<file path="src/sv/bmp_pixel_stream_decoder_defines.svh">
// ----------------------------------------------------------------------------
// bmp pixel stream decoder assertion macros
// Concurrent assertion helpers; empty when SYNTHESIS is defined.
// ----------------------------------------------------------------------------
`ifndef BMP_PIXEL_STREAM_DECODER_DEFINES_SVH
`define BMP_PIXEL_STREAM_DECODER_DEFINES_SVH

`ifndef SYNTHESIS
// same-cycle implication
`define BMPD_ASSERT_IMP(label, clk, rst_n, ante, cons) \
	label: assert property (@(posedge clk) disable iff (!rst_n) (ante) |-> (cons)) \
		else $error("bmpd assertion failed");
// next-cycle implication
`define BMPD_ASSERT_NXT(label, clk, rst_n, ante, cons) \
	label: assert property (@(posedge clk) disable iff (!rst_n) (ante) |=> (cons)) \
		else $error("bmpd assertion failed");
`else
`define BMPD_ASSERT_IMP(label, clk, rst_n, ante, cons)
`define BMPD_ASSERT_NXT(label, clk, rst_n, ante, cons)
`endif

`endif

</file>
<file path="src/sv/bmpd_pkg.sv">
// ----------------------------------------------------------------------------
// bmpd_pkg
// Types and constants shared by the bitmap pixel stream decoder.
// ----------------------------------------------------------------------------
`default_nettype none

package bmpd_pkg;

	// header field start positions
	localparam int unsigned OFF_POS    = 10;
	localparam int unsigned WID_POS    = 18;
	localparam int unsigned HGT_POS    = 22;
	localparam int unsigned BPP_POS    = 28;
	localparam int unsigned HDR_LAST   = 31;
	localparam int unsigned MIN_OFFSET = 32;
	localparam int unsigned BYTE_BITS  = 8;
	localparam logic [63:0] MAX_PIXELS = 64'd268435455;

	typedef enum logic [1:0] {
		PH_HEADER,
		PH_BODY,
		PH_DONE
	} phase_t;

	typedef enum logic [3:0] {
		ST_OK        = 4'd0,
		ST_SHORT     = 4'd1,
		ST_MISMATCH  = 4'd2,
		ST_CHANNELS  = 4'd3,
		ST_WIDTH     = 4'd4,
		ST_HEIGHT    = 4'd5,
		ST_OFFSET    = 4'd6,
		ST_TOO_LARGE = 4'd7,
		ST_TRUNCATED = 4'd8,
		ST_LIMITS    = 4'd9
	} status_t;

	typedef struct packed {
		logic        is_error;
		status_t     status;
		logic [7:0]  first_value;
		logic [7:0]  second_value;
		logic [7:0]  third_value;
		logic [7:0]  fourth_value;
		logic [15:0] row_index;
		logic [15:0] column_index;
		logic        last;
	} res_t;

	function automatic res_t make_err(status_t st);
		res_t r;
		r          = '0;
		r.is_error = 1'b1;
		r.status   = st;
		r.last     = 1'b1;
		return r;
	endfunction

endpackage

`default_nettype wire

</file>
<file path="src/sv/bmpd_byte_if.sv">
// ----------------------------------------------------------------------------
// bmpd_byte_if
// File byte channel: one bitmap file byte per beat.
// ----------------------------------------------------------------------------
`default_nettype none

interface bmpd_byte_if;
	logic       valid;
	logic       ready;
	logic [7:0] byte_value;
	logic       end_of_file;

	modport source (output valid, output byte_value, output end_of_file, input ready);
	modport sink (input valid, input byte_value, input end_of_file, output ready);
endinterface

`default_nettype wire

</file>
<file path="src/sv/bmpd_pixel_if.sv">
// ----------------------------------------------------------------------------
// bmpd_pixel_if
// Result channel: one pixel or one error per beat.
// ----------------------------------------------------------------------------
`default_nettype none

interface bmpd_pixel_if;
	logic        valid;
	logic        ready;
	logic        is_error;
	logic [3:0]  status;
	logic [7:0]  first_value;
	logic [7:0]  second_value;
	logic [7:0]  third_value;
	logic [7:0]  fourth_value;
	logic [15:0] row_index;
	logic [15:0] column_index;
	logic        last;

	modport source (
		output valid, output is_error, output status, output first_value,
		output second_value, output third_value, output fourth_value,
		output row_index, output column_index, output last, input ready
	);
	modport sink (
		input valid, input is_error, input status, input first_value,
		input second_value, input third_value, input fourth_value,
		input row_index, input column_index, input last, output ready
	);
endinterface

`default_nettype wire

</file>
<file path="src/sv/bmp_pixel_stream_decoder.sv">
// ----------------------------------------------------------------------------
// bmp_pixel_stream_decoder
// Streams an uncompressed bitmap file in and pixels or an error out.
// ----------------------------------------------------------------------------
// Usage:
//   bytes  : one file byte per beat, end_of_file set on the final byte.
//   pixels : one pixel per beat with row/column, last on the final pixel;
//            a bad header or an early end gives one error beat with last set,
//            after which the consumer drops the pixels already taken.
//   cfg_we / cfg_wdata : channel setting (0 follows the file, else 1, 3 or 4);
//            write only while no file is in progress.
// Throughput: one byte per cycle while bytes.ready is high; every accepted byte updates the counters.
// Results are registered in the output buffer before they appear on pixels.
// Stall: results sit in a two-entry output buffer; bytes.ready falls only
//   when both entries hold results, so a stalled consumer backs up the input
//   after two pending results.
// Reset: clears the file state but the |height| and product registers, the
//   channel setting and the output buffer; the next byte is byte 0 of a
//   file. Any end_of_file beat also rearms for a new file.
// ----------------------------------------------------------------------------
`default_nettype none
`include "bmp_pixel_stream_decoder_defines.svh"

module bmp_pixel_stream_decoder
	import bmpd_pkg::*;
#(
	parameter int unsigned COORD_BITS = 16
) (
	input  wire logic       clk,
	input  wire logic       arst_n,
	input  wire logic       cfg_we,
	input  wire logic [2:0] cfg_wdata,
	bmpd_byte_if.sink       bytes,
	bmpd_pixel_if.source    pixels
);

	logic acc;
	logic buf_ready;
	logic res_valid;
	res_t res;

	assign bytes.ready = buf_ready;
	assign acc         = bytes.valid && buf_ready;

	bmpd_core #(
		.COORD_BITS (COORD_BITS)
	) u_core (
		.clk         (clk),
		.arst_n      (arst_n),
		.cfg_we      (cfg_we),
		.cfg_wdata   (cfg_wdata),
		.acc         (acc),
		.byte_value  (bytes.byte_value),
		.end_of_file (bytes.end_of_file),
		.res_valid   (res_valid),
		.res         (res)
	);

	bmpd_out_buf u_out_buf (
		.clk    (clk),
		.arst_n (arst_n),
		.push   (res_valid),
		.res    (res),
		.ready  (buf_ready),
		.pixels (pixels)
	);

	`BMPD_ASSERT_IMP(a_err_last, clk, arst_n, pixels.valid && pixels.is_error, pixels.last)
	`BMPD_ASSERT_IMP(a_err_zero, clk, arst_n, pixels.valid && pixels.is_error,
		pixels.first_value == 8'd0 && pixels.row_index == 16'd0
		&& pixels.column_index == 16'd0)
	`BMPD_ASSERT_IMP(a_pix_ok, clk, arst_n, pixels.valid && !pixels.is_error, pixels.status == ST_OK)
	`BMPD_ASSERT_IMP(a_full_valid, clk, arst_n, !buf_ready, pixels.valid)
	`BMPD_ASSERT_NXT(a_res_shown, clk, arst_n, res_valid, pixels.valid)

endmodule

`default_nettype wire

</file>
<file path="src/sv/bmpd_core.sv">
// ----------------------------------------------------------------------------
// bmpd_core
// Header capture and checks, offset skip, row padding and pixel assembly.
// ----------------------------------------------------------------------------
`default_nettype none

module bmpd_core
	import bmpd_pkg::*;
#(
	parameter int unsigned COORD_BITS = 16
) (
	input  wire logic       clk,
	input  wire logic       arst_n,
	input  wire logic       cfg_we,
	input  wire logic [2:0] cfg_wdata,
	input  wire logic       acc,
	input  wire logic [7:0] byte_value,
	input  wire logic       end_of_file,
	output logic            res_valid,
	output res_t            res
);

	localparam logic [31:0] LIM = 32'd1 << COORD_BITS;

	logic [2:0]            chan_set_q;
	logic [31:0]           cnt_q, cnt_d;
	logic [31:0]           off_q, off_d;
	logic [31:0]           wid_q, wid_d;
	logic [31:0]           hgt_q, hgt_d;
	logic [31:0]           bpp_q, bpp_d;
	logic [31:0]           ah_q;
	logic [63:0]           prod_q;
	logic [2:0]            ach_q, ach_d;
	logic [COORD_BITS-1:0] row_q, row_d;
	logic [COORD_BITS-1:0] col_q, col_d;
	logic [1:0]            pix_q, pix_d;
	logic [23:0]           held_q, held_d;
	logic [1:0]            pad_q, pad_d;
	phase_t                phase_q, phase_d;

	logic [1:0]            lane;
	logic [4:0]            lane_sh;
	logic [2:0]            file_ch, ch_sel;
	status_t               chk;
	logic [COORD_BITS:0]   row_out, col_inc, row_inc;
	logic [31:0]           row_w, col_w;
	logic [1:0]            pad_mod;

	// header field capture, one byte lane per beat
	always_comb begin
		off_d   = off_q;
		wid_d   = wid_q;
		hgt_d   = hgt_q;
		bpp_d   = bpp_q;
		lane    = cnt_q[1:0] - 2'd2;
		lane_sh = {lane, 3'b000};
		if (phase_q == PH_HEADER) begin
			priority if (cnt_q >= OFF_POS && cnt_q <= OFF_POS + 3) begin
				off_d[lane_sh +: 8] = byte_value;
			end else if (cnt_q >= WID_POS && cnt_q <= WID_POS + 3) begin
				wid_d[lane_sh +: 8] = byte_value;
			end else if (cnt_q >= HGT_POS && cnt_q <= HGT_POS + 3) begin
				hgt_d[lane_sh +: 8] = byte_value;
			end else if (cnt_q >= BPP_POS && cnt_q <= BPP_POS + 3) begin
				bpp_d[{cnt_q[1:0], 3'b000} +: 8] = byte_value;
			end else begin
				off_d = off_q;
			end
		end
	end

	// header checks, in priority order
	always_comb begin
		file_ch = (!bpp_d[31] && bpp_d[30:6] == '0) ? bpp_d[5:3] : 3'd0;
		ch_sel  = (chan_set_q != 3'd0) ? chan_set_q : file_ch;
		priority if (chan_set_q != 3'd0 && chan_set_q != file_ch) begin
			chk = ST_MISMATCH;
		end else if (ch_sel != 3'd1 && ch_sel != 3'd3 && ch_sel != 3'd4) begin
			chk = ST_CHANNELS;
		end else if (wid_q == '0 || wid_q[31]) begin
			chk = ST_WIDTH;
		end else if (hgt_q == '0) begin
			chk = ST_HEIGHT;
		end else if (off_q[31] || off_q < MIN_OFFSET) begin
			chk = ST_OFFSET;
		end else if (prod_q >= MAX_PIXELS) begin
			chk = ST_TOO_LARGE;
		end else if (wid_q > LIM || ah_q > LIM) begin
			chk = ST_LIMITS;
		end else begin
			chk = ST_OK;
		end
	end

	// pixel coordinates; body values are bounded by the limits check
	always_comb begin
		row_out = hgt_q[31] ? {1'b0, row_q}
			: ah_q[COORD_BITS:0] - (COORD_BITS+1)'(1) - {1'b0, row_q};
		row_w   = 32'(row_out);
		col_w   = 32'(col_q);
		col_inc = {1'b0, col_q} + (COORD_BITS+1)'(1);
		row_inc = {1'b0, row_q} + (COORD_BITS+1)'(1);
		pad_mod = 2'(ach_q[1:0] * wid_q[1:0]);
	end

	always_comb begin
		cnt_d     = cnt_q;
		ach_d     = ach_q;
		row_d     = row_q;
		col_d     = col_q;
		pix_d     = pix_q;
		held_d    = held_q;
		pad_d     = pad_q;
		phase_d   = phase_q;
		res_valid = 1'b0;
		res       = '0;
		unique case (phase_q)
			PH_HEADER: begin
				cnt_d = cnt_q + 32'd1;
				if (cnt_q >= HDR_LAST) begin
					if (chk != ST_OK) begin
						res_valid = 1'b1;
						res       = make_err(chk);
						phase_d   = PH_DONE;
					end else begin
						ach_d   = ch_sel;
						phase_d = PH_BODY;
					end
				end
			end
			PH_BODY: begin
				priority if (cnt_q < off_q) begin
					cnt_d = cnt_q + 32'd1;
				end else if (pad_q != 2'd0) begin
					pad_d = pad_q - 2'd1;
				end else if ({1'b0, pix_q} + 3'd1 < ach_q) begin
					held_d = held_q | (24'(byte_value) << {pix_q, 3'b000});
					pix_d  = pix_q + 2'd1;
				end else begin
					res_valid = 1'b1;
					unique case (ach_q)
						3'd1: begin
							res.first_value = byte_value;
						end
						3'd3: begin
							res.first_value  = byte_value;
							res.second_value = held_q[15:8];
							res.third_value  = held_q[7:0];
						end
						default: begin
							res.first_value  = held_q[23:16];
							res.second_value = held_q[15:8];
							res.third_value  = held_q[7:0];
							res.fourth_value = byte_value;
						end
					endcase
					res.row_index    = row_w[15:0];
					res.column_index = col_w[15:0];
					pix_d            = 2'd0;
					held_d           = '0;
					if (col_inc >= wid_q[COORD_BITS:0]) begin
						col_d = '0;
						if (row_inc >= ah_q[COORD_BITS:0]) begin
							res.last = 1'b1;
							phase_d  = PH_DONE;
						end else begin
							row_d = row_q + COORD_BITS'(1);
							pad_d = 2'd0 - pad_mod;
						end
					end else begin
						col_d = col_q + COORD_BITS'(1);
					end
				end
			end
			default: begin
				phase_d = PH_DONE;
			end
		endcase

		// end of file closes the current file and rearms for the next
		if (end_of_file) begin
			if (phase_d == PH_HEADER) begin
				res_valid = 1'b1;
				res       = make_err(ST_SHORT);
			end else if (phase_d == PH_BODY) begin
				res_valid = 1'b1;
				res       = make_err(ST_TRUNCATED);
			end
			cnt_d   = '0;
			ach_d   = '0;
			row_d   = '0;
			col_d   = '0;
			pix_d   = '0;
			held_d  = '0;
			pad_d   = '0;
			phase_d = PH_HEADER;
		end
		res_valid = res_valid & acc;
	end

	always_ff @(posedge clk or negedge arst_n) begin
		if (!arst_n) begin
			chan_set_q <= '0;
			cnt_q      <= '0;
			off_q      <= '0;
			wid_q      <= '0;
			hgt_q      <= '0;
			bpp_q      <= '0;
			ach_q      <= '0;
			row_q      <= '0;
			col_q      <= '0;
			pix_q      <= '0;
			held_q     <= '0;
			pad_q      <= '0;
			phase_q    <= PH_HEADER;
		end else begin
			if (cfg_we) begin
				chan_set_q <= cfg_wdata;
			end
			if (acc) begin
				cnt_q   <= cnt_d;
				ach_q   <= ach_d;
				row_q   <= row_d;
				col_q   <= col_d;
				pix_q   <= pix_d;
				held_q  <= held_d;
				pad_q   <= pad_d;
				phase_q <= phase_d;
				if (end_of_file) begin
					off_q <= '0;
					wid_q <= '0;
					hgt_q <= '0;
					bpp_q <= '0;
				end else begin
					off_q <= off_d;
					wid_q <= wid_d;
					hgt_q <= hgt_d;
					bpp_q <= bpp_d;
				end
			end
		end
	end

	// |height| once the height bytes are in, then the pixel count product
	always_ff @(posedge clk) begin
		if (acc && phase_q == PH_HEADER) begin
			if (cnt_q == HGT_POS + 4) begin
				ah_q <= hgt_q[31] ? (~hgt_q) + 32'd1 : hgt_q;
			end
			if (cnt_q > HGT_POS + 4 && cnt_q < HDR_LAST) begin
				prod_q <= 64'(wid_q) * 64'(ah_q);
			end
		end
	end

endmodule

`default_nettype wire

</file>
<file path="src/sv/bmpd_out_buf.sv">
// ----------------------------------------------------------------------------
// bmpd_out_buf
// Two-entry result buffer: output register plus skid register.
// ----------------------------------------------------------------------------
`default_nettype none

module bmpd_out_buf
	import bmpd_pkg::*;
(
	input  wire logic     clk,
	input  wire logic     arst_n,
	input  wire logic     push,
	input  wire res_t     res,
	output logic          ready,
	bmpd_pixel_if.source  pixels
);

	logic main_v_q, skid_v_q;
	res_t main_q, skid_q;
	logic pop;

	assign pop   = main_v_q && pixels.ready;
	assign ready = !skid_v_q;

	always_ff @(posedge clk or negedge arst_n) begin
		if (!arst_n) begin
			main_v_q <= 1'b0;
			skid_v_q <= 1'b0;
		end else begin
			if (pop) begin
				if (skid_v_q) begin
					skid_v_q <= 1'b0;
				end else begin
					main_v_q <= push;
				end
			end else if (!main_v_q) begin
				main_v_q <= push;
			end else if (push) begin
				skid_v_q <= 1'b1;
			end
		end
	end

	always_ff @(posedge clk) begin
		if (pop && skid_v_q) begin
			main_q <= skid_q;
		end else if (pop || !main_v_q) begin
			main_q <= res;
		end
		if (!pop && main_v_q && push) begin
			skid_q <= res;
		end
	end

	assign pixels.valid        = main_v_q;
	assign pixels.is_error     = main_q.is_error;
	assign pixels.status       = main_q.status;
	assign pixels.first_value  = main_q.first_value;
	assign pixels.second_value = main_q.second_value;
	assign pixels.third_value  = main_q.third_value;
	assign pixels.fourth_value = main_q.fourth_value;
	assign pixels.row_index    = main_q.row_index;
	assign pixels.column_index = main_q.column_index;
	assign pixels.last         = main_q.last;

endmodule

`default_nettype wire
</file>
<file path="src/flat_wrapper.sv">
// flat-port wrapper written by rule: the top's interface ports become plain ports
module bmp_pixel_stream_decoder_flat import bmpd_pkg::*;
#(
	parameter int unsigned COORD_BITS = 16
)
  (clk, arst_n, cfg_we, cfg_wdata, bytes_valid, bytes_byte_value, bytes_end_of_file, bytes_ready, pixels_valid, pixels_is_error, pixels_status, pixels_first_value, pixels_second_value, pixels_third_value, pixels_fourth_value, pixels_row_index, pixels_column_index, pixels_last, pixels_ready);
  bmpd_byte_if bytes_i ();
  bmpd_pixel_if pixels_i ();
  input  wire logic clk;
  input  wire logic arst_n;
  input  wire logic cfg_we;
  input  wire logic [2:0] cfg_wdata;
  input wire logic [$bits(bytes_i.valid)-1:0] bytes_valid;
  input wire logic [$bits(bytes_i.byte_value)-1:0] bytes_byte_value;
  input wire logic [$bits(bytes_i.end_of_file)-1:0] bytes_end_of_file;
  output wire logic [$bits(bytes_i.ready)-1:0] bytes_ready;
  output wire logic [$bits(pixels_i.valid)-1:0] pixels_valid;
  output wire logic [$bits(pixels_i.is_error)-1:0] pixels_is_error;
  output wire logic [$bits(pixels_i.status)-1:0] pixels_status;
  output wire logic [$bits(pixels_i.first_value)-1:0] pixels_first_value;
  output wire logic [$bits(pixels_i.second_value)-1:0] pixels_second_value;
  output wire logic [$bits(pixels_i.third_value)-1:0] pixels_third_value;
  output wire logic [$bits(pixels_i.fourth_value)-1:0] pixels_fourth_value;
  output wire logic [$bits(pixels_i.row_index)-1:0] pixels_row_index;
  output wire logic [$bits(pixels_i.column_index)-1:0] pixels_column_index;
  output wire logic [$bits(pixels_i.last)-1:0] pixels_last;
  input wire logic [$bits(pixels_i.ready)-1:0] pixels_ready;
  assign bytes_i.valid = bytes_valid;
  assign bytes_i.byte_value = bytes_byte_value;
  assign bytes_i.end_of_file = bytes_end_of_file;
  assign bytes_ready = bytes_i.ready;
  assign pixels_valid = pixels_i.valid;
  assign pixels_is_error = pixels_i.is_error;
  assign pixels_status = pixels_i.status;
  assign pixels_first_value = pixels_i.first_value;
  assign pixels_second_value = pixels_i.second_value;
  assign pixels_third_value = pixels_i.third_value;
  assign pixels_fourth_value = pixels_i.fourth_value;
  assign pixels_row_index = pixels_i.row_index;
  assign pixels_column_index = pixels_i.column_index;
  assign pixels_last = pixels_i.last;
  assign pixels_i.ready = pixels_ready;
  bmp_pixel_stream_decoder #(.COORD_BITS(COORD_BITS)) u_core (.clk(clk), .arst_n(arst_n), .cfg_we(cfg_we), .cfg_wdata(cfg_wdata), .bytes(bytes_i), .pixels(pixels_i));
endmodule
</file>
<file path="config.mk">
export PLATFORM = sky130hd
export DESIGN_NAME = bmp_pixel_stream_decoder_flat
export DESIGN_NICKNAME = d
export VERILOG_FILES = /design/src/sv/bmpd_pkg.sv /design/src/sv/bmpd_byte_if.sv /design/src/sv/bmpd_pixel_if.sv /design/src/sv/bmp_pixel_stream_decoder.sv /design/src/sv/bmpd_core.sv /design/src/sv/bmpd_out_buf.sv /design/src/flat_wrapper.sv
export VERILOG_INCLUDE_DIRS = /design/src /design/src/sv
export SDC_FILE = /design/constraint.sdc
export NUM_CORES = 2
export LEC_CHECK = 0
export BUFFER_PORTS_ARGS = -buffer_cell sky130_fd_sc_hd__buf_4
export CORE_UTILIZATION = 67
export CTS_CLUSTER_SIZE = 16
export DETAILED_ROUTE_END_ITERATION = 10
export PLACE_DENSITY_LB_ADDON = 0.3
export SYNTH_ARGS = -nofsm -noshare
export SYNTH_HDL_FRONTEND = slang
export SYNTH_SLANG_ARGS = --single-unit
</file>
<file path="constraint.sdc">
create_clock -name clk -period 26 [get_ports clk]
set_clock_uncertainty 0.15 [all_clocks]
set_input_delay 1.3 -clock clk [delete_from_list [all_inputs] [get_ports clk]]
set_output_delay 1.3 -clock clk [all_outputs]
set_load 0.01 [all_outputs]
</file>
* Word-level counts from Yosys, hierarchy flattened *
Index checks and enable logic that the tools add are counted.

storage, ports and cells
  word-level logic and storage cells = 271
  memories kept = 0
  output and inout port bits = 72
  memory bits (writable) = 0
  bits in latches = 0
  bits in registers = 466
  input port bits = 17
  memory bits (read-only) = 0

operators by class
  bitwise gates (word level) = 3
  add/subtract/negate cells = 15
  muxes and demuxes = 111
  multiply operators = 2
  reductions and logical operators = 58
  shift operators = 5
  magnitude comparators = 19
  equal/unequal tests = 21
  divide/modulo/power cells = 0

operators by type and width
  kind                    number
  $mux 32                 20
  $mux 70                 7
  $mux 16                 15
  $mux 65                 3
  $pmux 65 s2             1
  $bwmux 32               4
  $ge 32x5->1 const B     4
  $mux 24                 5
  $le 32x5->1 const B     3
  $add 32x1->32 const B   2
  $ge 64x28->1 const B    1
  $gt 32x17->1 const B    2
  $logic_not 32->1        2
  $mul 32x32->64          1
  $pmux 32 s2             1
  $shift 8x7->32 const A  2
  $shiftx 8x7->32         2
  $mux 2                  20
  $add 16x1->17 const B   2
  $ge 17x17->1            2
  $add 16x1->16 const B   2
  $eq 32x5->1 const B     1
  $ge 32x4->1 const B     1
  $gt 32x5->1 const B     1
  other kinds (49)        130

* Longest topological paths before layout *
  depth in word-level cells = 29
  mapped depth = 30
  mapped depth without buffers = 28

* By module *
From an unflattened synthesis, not the netlist that was laid out.

unflattened totals
  cells, all modules = 5,781
  area total of the unflattened synthesis = 55,156.6 µm²

by module, submodules not included
  module                    seq. area each (µm²)  cells an instance  area an instance (µm²)  times used
  bmpd_core                 8,513.2               5,552              49,926.6                1
  bmpd_out_buf              4,254.1               228                5,223.8                 1
  bmp_pixel_stream_decoder  0.0                   1                  6.3                     1

* Least setup slack after synthesis *
OpenSTA, ideal clock, no wires.

  kind = register -> register
  start point = register u_core.u_core.ah_q[4]
  end point = register u_core.u_core.prod_q[63] (data pin)
  library setup time = 258 ps
  data arrival time = 7,803 ps
  required time = 25,592 ps
  cell stages (with the launch flop) = 29
  path slack = 17,789 ps
  path buffers = 2
  clock period less this slack = 8,211 ps
  cell sequence = edfxtp_1 -> clkbuf_1 -> clkbuf_1 -> nand2_1 -> fa_1 -> inv_1 -> fa_1 -> inv_1 -> fa_1 -> inv_1 -> fa_1 -> fa_1 -> inv_1 -> fa_1 -> inv_1 -> fa_1 -> fa_1 -> ha_1 -> and4_1 -> and2_1 -> nand3_1 -> a2111oi_0 -> o21ai_0 -> a31oi_1 -> o41ai_1 -> or4_1 -> a31oi_1 -> nor2_1 -> xnor2_1

on the way
  cells in the longest elaborated chain, start to end = 1

RTL lines
  item                    RTL line          text
  start, declared         bmpd_core.sv:31   logic [31:0] ah_q;
  start signal, assigned  bmpd_core.sv:248  ah_q <= hgt_q[31] ? (~hgt_q) + 32'd1 : hgt_q;
  $mul 32x32->64          bmpd_core.sv:251  prod_q <= 64'(wid_q) * 64'(ah_q);
  end signal, assigned    bmpd_core.sv:251
  end, declared           bmpd_core.sv:32   logic [63:0] prod_q;

Every way passes these cells.
A chain may end at the register's enable or synchronous reset.

* Worst setup path after layout *
  start point = register u_core.u_core.ah_q[3]
  end point = register u_core.u_core.prod_q[59] (data pin)

Same word-level chain as after synthesis.

==> results.md <==
- Status: finished clean
- Routed Antenna Nets: 0
- Clk slew on worst S/H paths: 0.06 ns
- Fin crit share: 0.393
- Final Hold Vio Count: 0
- All-Layer GR Usage: 0.365
- Clk_lat worst skew: 0.67 ns
- Mean Syn Cell Area: 9.40 µm²
- Unrepaired setup endpoints after global routing: false
- Critical path type: register to register
- Number of synthesized flops with an enable pin: 236
- Peak supply drop: 65.8 µV
- Nature of the critical path startpoint: register
- Hold crit path type: register to register
- N_diodes: 0
- Setup TNS: 0 ns
- Root buf cell: clkbuf_16
- Core ar.: 0.0809 mm²
- Flops & latches, synth: 463
- Dpl hpwl: 107 mm
- Worst-margin pin slew: 1.35 ns
- Most used DFF post-synth: edfxtp_1
- Final WL: 147 mm
- Top post-synthesis cells by area: fa_1, edfxtp_1, dfrtp_1
- Pleak: 29.3 nW
- Most common cell in the netlist: nand2_1
- Largest area contributor in the netlist: fa_1
- Die width: 289 µm
- Total power: 4.88 mW
- FP Rows: 104
- # resized after CTS: 0
- Ys Warns: 0
- First-pass GRT wire length: 236 mm
- H-tree Lvls: 2
- Slew HR: 0.102
- GP Congestion: 0.933
- Worst setup EP type: register
- Initial core utilization: 0.681
- Largest net degree at the start of global routing: 106
- Postcts setup bufs: 0
- Arrival @ worst endpoint: 10.41 ns
- Top post-synthesis cells by count: nand2_1, inv_1, fa_1
- Inserted Clock Buffers: 53
- Critical Path RT: 26.21 ns
- I/O Buffers: 88
- Sequential area share after synthesis: 0.232
- CP Max Fanout: 35
- Vias per cell: 6.09
- WL per Instance: 21.3 µm
- Total gr overflow: 0
- CTS tree: built
- Antenna violations before repair: 2
- Slowest stage delay, CP: 1.25 ns
- Synth cell types: 88
- Top-area cell type share of the netlist area: 0.326
- Min Hold Slack: 0.327 ns
- Max frequency: 98.0 MHz
- Final min period: 10.21 ns
- Setup Viol. Count Final: 0
- IO Pins: 89
- Placed Cells: 6780
- Layout cells sized above 1: 0.0607
- CTS sink cnt: 463
- Final std cells w/o fill: 6880
- Die area: 0.0834 mm²
- Vias: 41932
- Syn nets: 7136
- Ys async rst share: 0.490
- Fin nets: 7046
- Crit-path slowest cell: edfxtp_1
- Post-CTS Hold Buffers: 0
- Area Overhead vs Synth: 6.13%
- Pwr/cell area: 83.3 mW/mm²
- Initial DRC count: 4001
- CTS Buffer Depth: 3
- TritonRoute pass-1 iters: 6
- DRC: 0
- Die H: 289 µm
- Max-Cap Viols: 0
- Final slew viol count: 0
- Cells after Synth: 5865
- Vias in the first global route: 43976
- Post-Syn Area: 0.0551 mm²
[report_power, final]
part	total, mW	switching, mW	internal (mW)	leakage (nW)
clock	0.811	0.346	0.465	0.931
combinational	3.01	1.83	1.18	23.0
sequential	1.05	0.0969	0.954	5.40
[placed cells by master, fill, tap and decap left out, types with 16 or more instances in the layout]
cell type  instances
a22oi_1           28
mux2i_1           17
a21o_1            48
a32o_1            23
clkbuf_16         53
xor2_1            46
nor4_1            43
nor2_1           193
a31oi_1           20
nor3_1            40
nand4_1           39
nand3_1           69
and2_1           235
buf_4            176
xnor2_1          109
o21ai_0          237
ha_1             357
o31ai_1           47
fa_1             897
edfxtp_1         236
dfrtp_1          226
inv_1           1072
nand2b_1          16
mux2_2            34
and3_1            24
nand2_1         1102
a21oi_1          136
[sequential cells by signal, summed over array words and instances (netlist names), 8 cells and up]
| register | flops |
|---|---|
| u_core.u_out_buf.skid_q | 70 |
| u_core.u_out_buf.pixels.row_index | 16 |
| u_core.u_out_buf.pixels.column_index | 16 |
| u_core.u_core.row_q | 16 |
| u_core.u_out_buf.pixels.second_value | 8 |
| u_core.u_out_buf.pixels.first_value | 8 |
| u_core.u_core.col_q | 16 |
| u_core.u_core.cnt_q | 32 |
| u_core.u_core.hgt_q | 32 |
| u_core.u_core.wid_q | 32 |
| u_core.u_out_buf.pixels.fourth_value | 8 |
| u_core.u_out_buf.pixels.third_value | 8 |
| u_core.u_core.prod_q | 64 |
| u_core.u_core.off_q | 32 |
| u_core.u_core.bpp_q | 29 |
| u_core.u_core.held_q | 24 |
| u_core.u_core.ah_q | 32 |
[path summary, 6_finish.rpt]
kind,depth (start not counted),slack (ns),endpoint,start
setup / recovery,30,15.79,u_core.u_core.prod_q[59],u_core.u_core.ah_q[3]
hold / removal,0,0.33,u_core.u_core.ah_q[0],u_core.u_core.hgt_q[0]
setup reg to reg,30,15.79,u_core.u_core.prod_q[59],u_core.u_core.ah_q[3]
hold reg to reg,0,0.33,u_core.u_core.ah_q[0],u_core.u_core.hgt_q[0]
max in group asynchronous,3,22.93,u_core.u_core.wid_q[28],arst_n
min in group asynchronous,1,0.52,u_core.u_core.held_q[9],arst_n
[per-stage QoR]
step           area [µm²]  utilization  setup WS (ns)
6_report            58500        0.723          15.79
5_1_grt             58500        0.723          15.34
4_1_cts             58500        0.723          15.94
3_5_place_dp        56600        0.700          15.97
3_3_place_gp        56600        0.700          15.71
2_1_floorplan       55100            -          17.79
[final cells by class]
| class | count | area, µm² |
|---|---|---|
| Tap cell | 1060 | 1330 |
| Clock buffer | 64 | 1420 |
| Inverter | 1075 | 4040 |
| Sequential cell | 463 | 12800 |
| Clock inverter | 36 | 447 |
| Timing Repair Buffer | 178 | 1350 |
| Multi-Input combinational cell | 4004 | 37200 |
| Fill cell | 5817 | 22400 |
[metal layers]
metal  GRT usage  up-vias  share of wire
met4       0.157        6          0.048
met3      0.0869      494           0.11
met1       0.482    21019           0.37
met5     0.00739        -        0.00078
met2       0.581     2232           0.47
li1            -    18181              -
[cell families (layout without fill, tap and decap cells)]
family	after synthesis	in the layout	share of synthesized area
simple gates	1869	1869	0.155
buf+inv	1398	1353	0.0952
fa+ha+maj	1254	1254	0.407
compound gates	675	675	0.0771
flops	463	463	0.232
xor+xnor	155	155	0.0246
mux	51	51	0.0100
[worst max-delay path: cells and delay by family (launching register included)]
| kind | cells | cell delay (ns) |
|---|---|---|
| and+or+nand+nor | 1 | 0.19 |
| AOI/OAI and AO/OA | 10 | 3.06 |
| adders and majority gates | 9 | 4.28 |
| buffers and inverters | 9 | 0.87 |
| DFF | 1 | 1.25 |
| xor gates and xnor gates | 1 | 0.08 |
(Power assumes the default switching activity.)
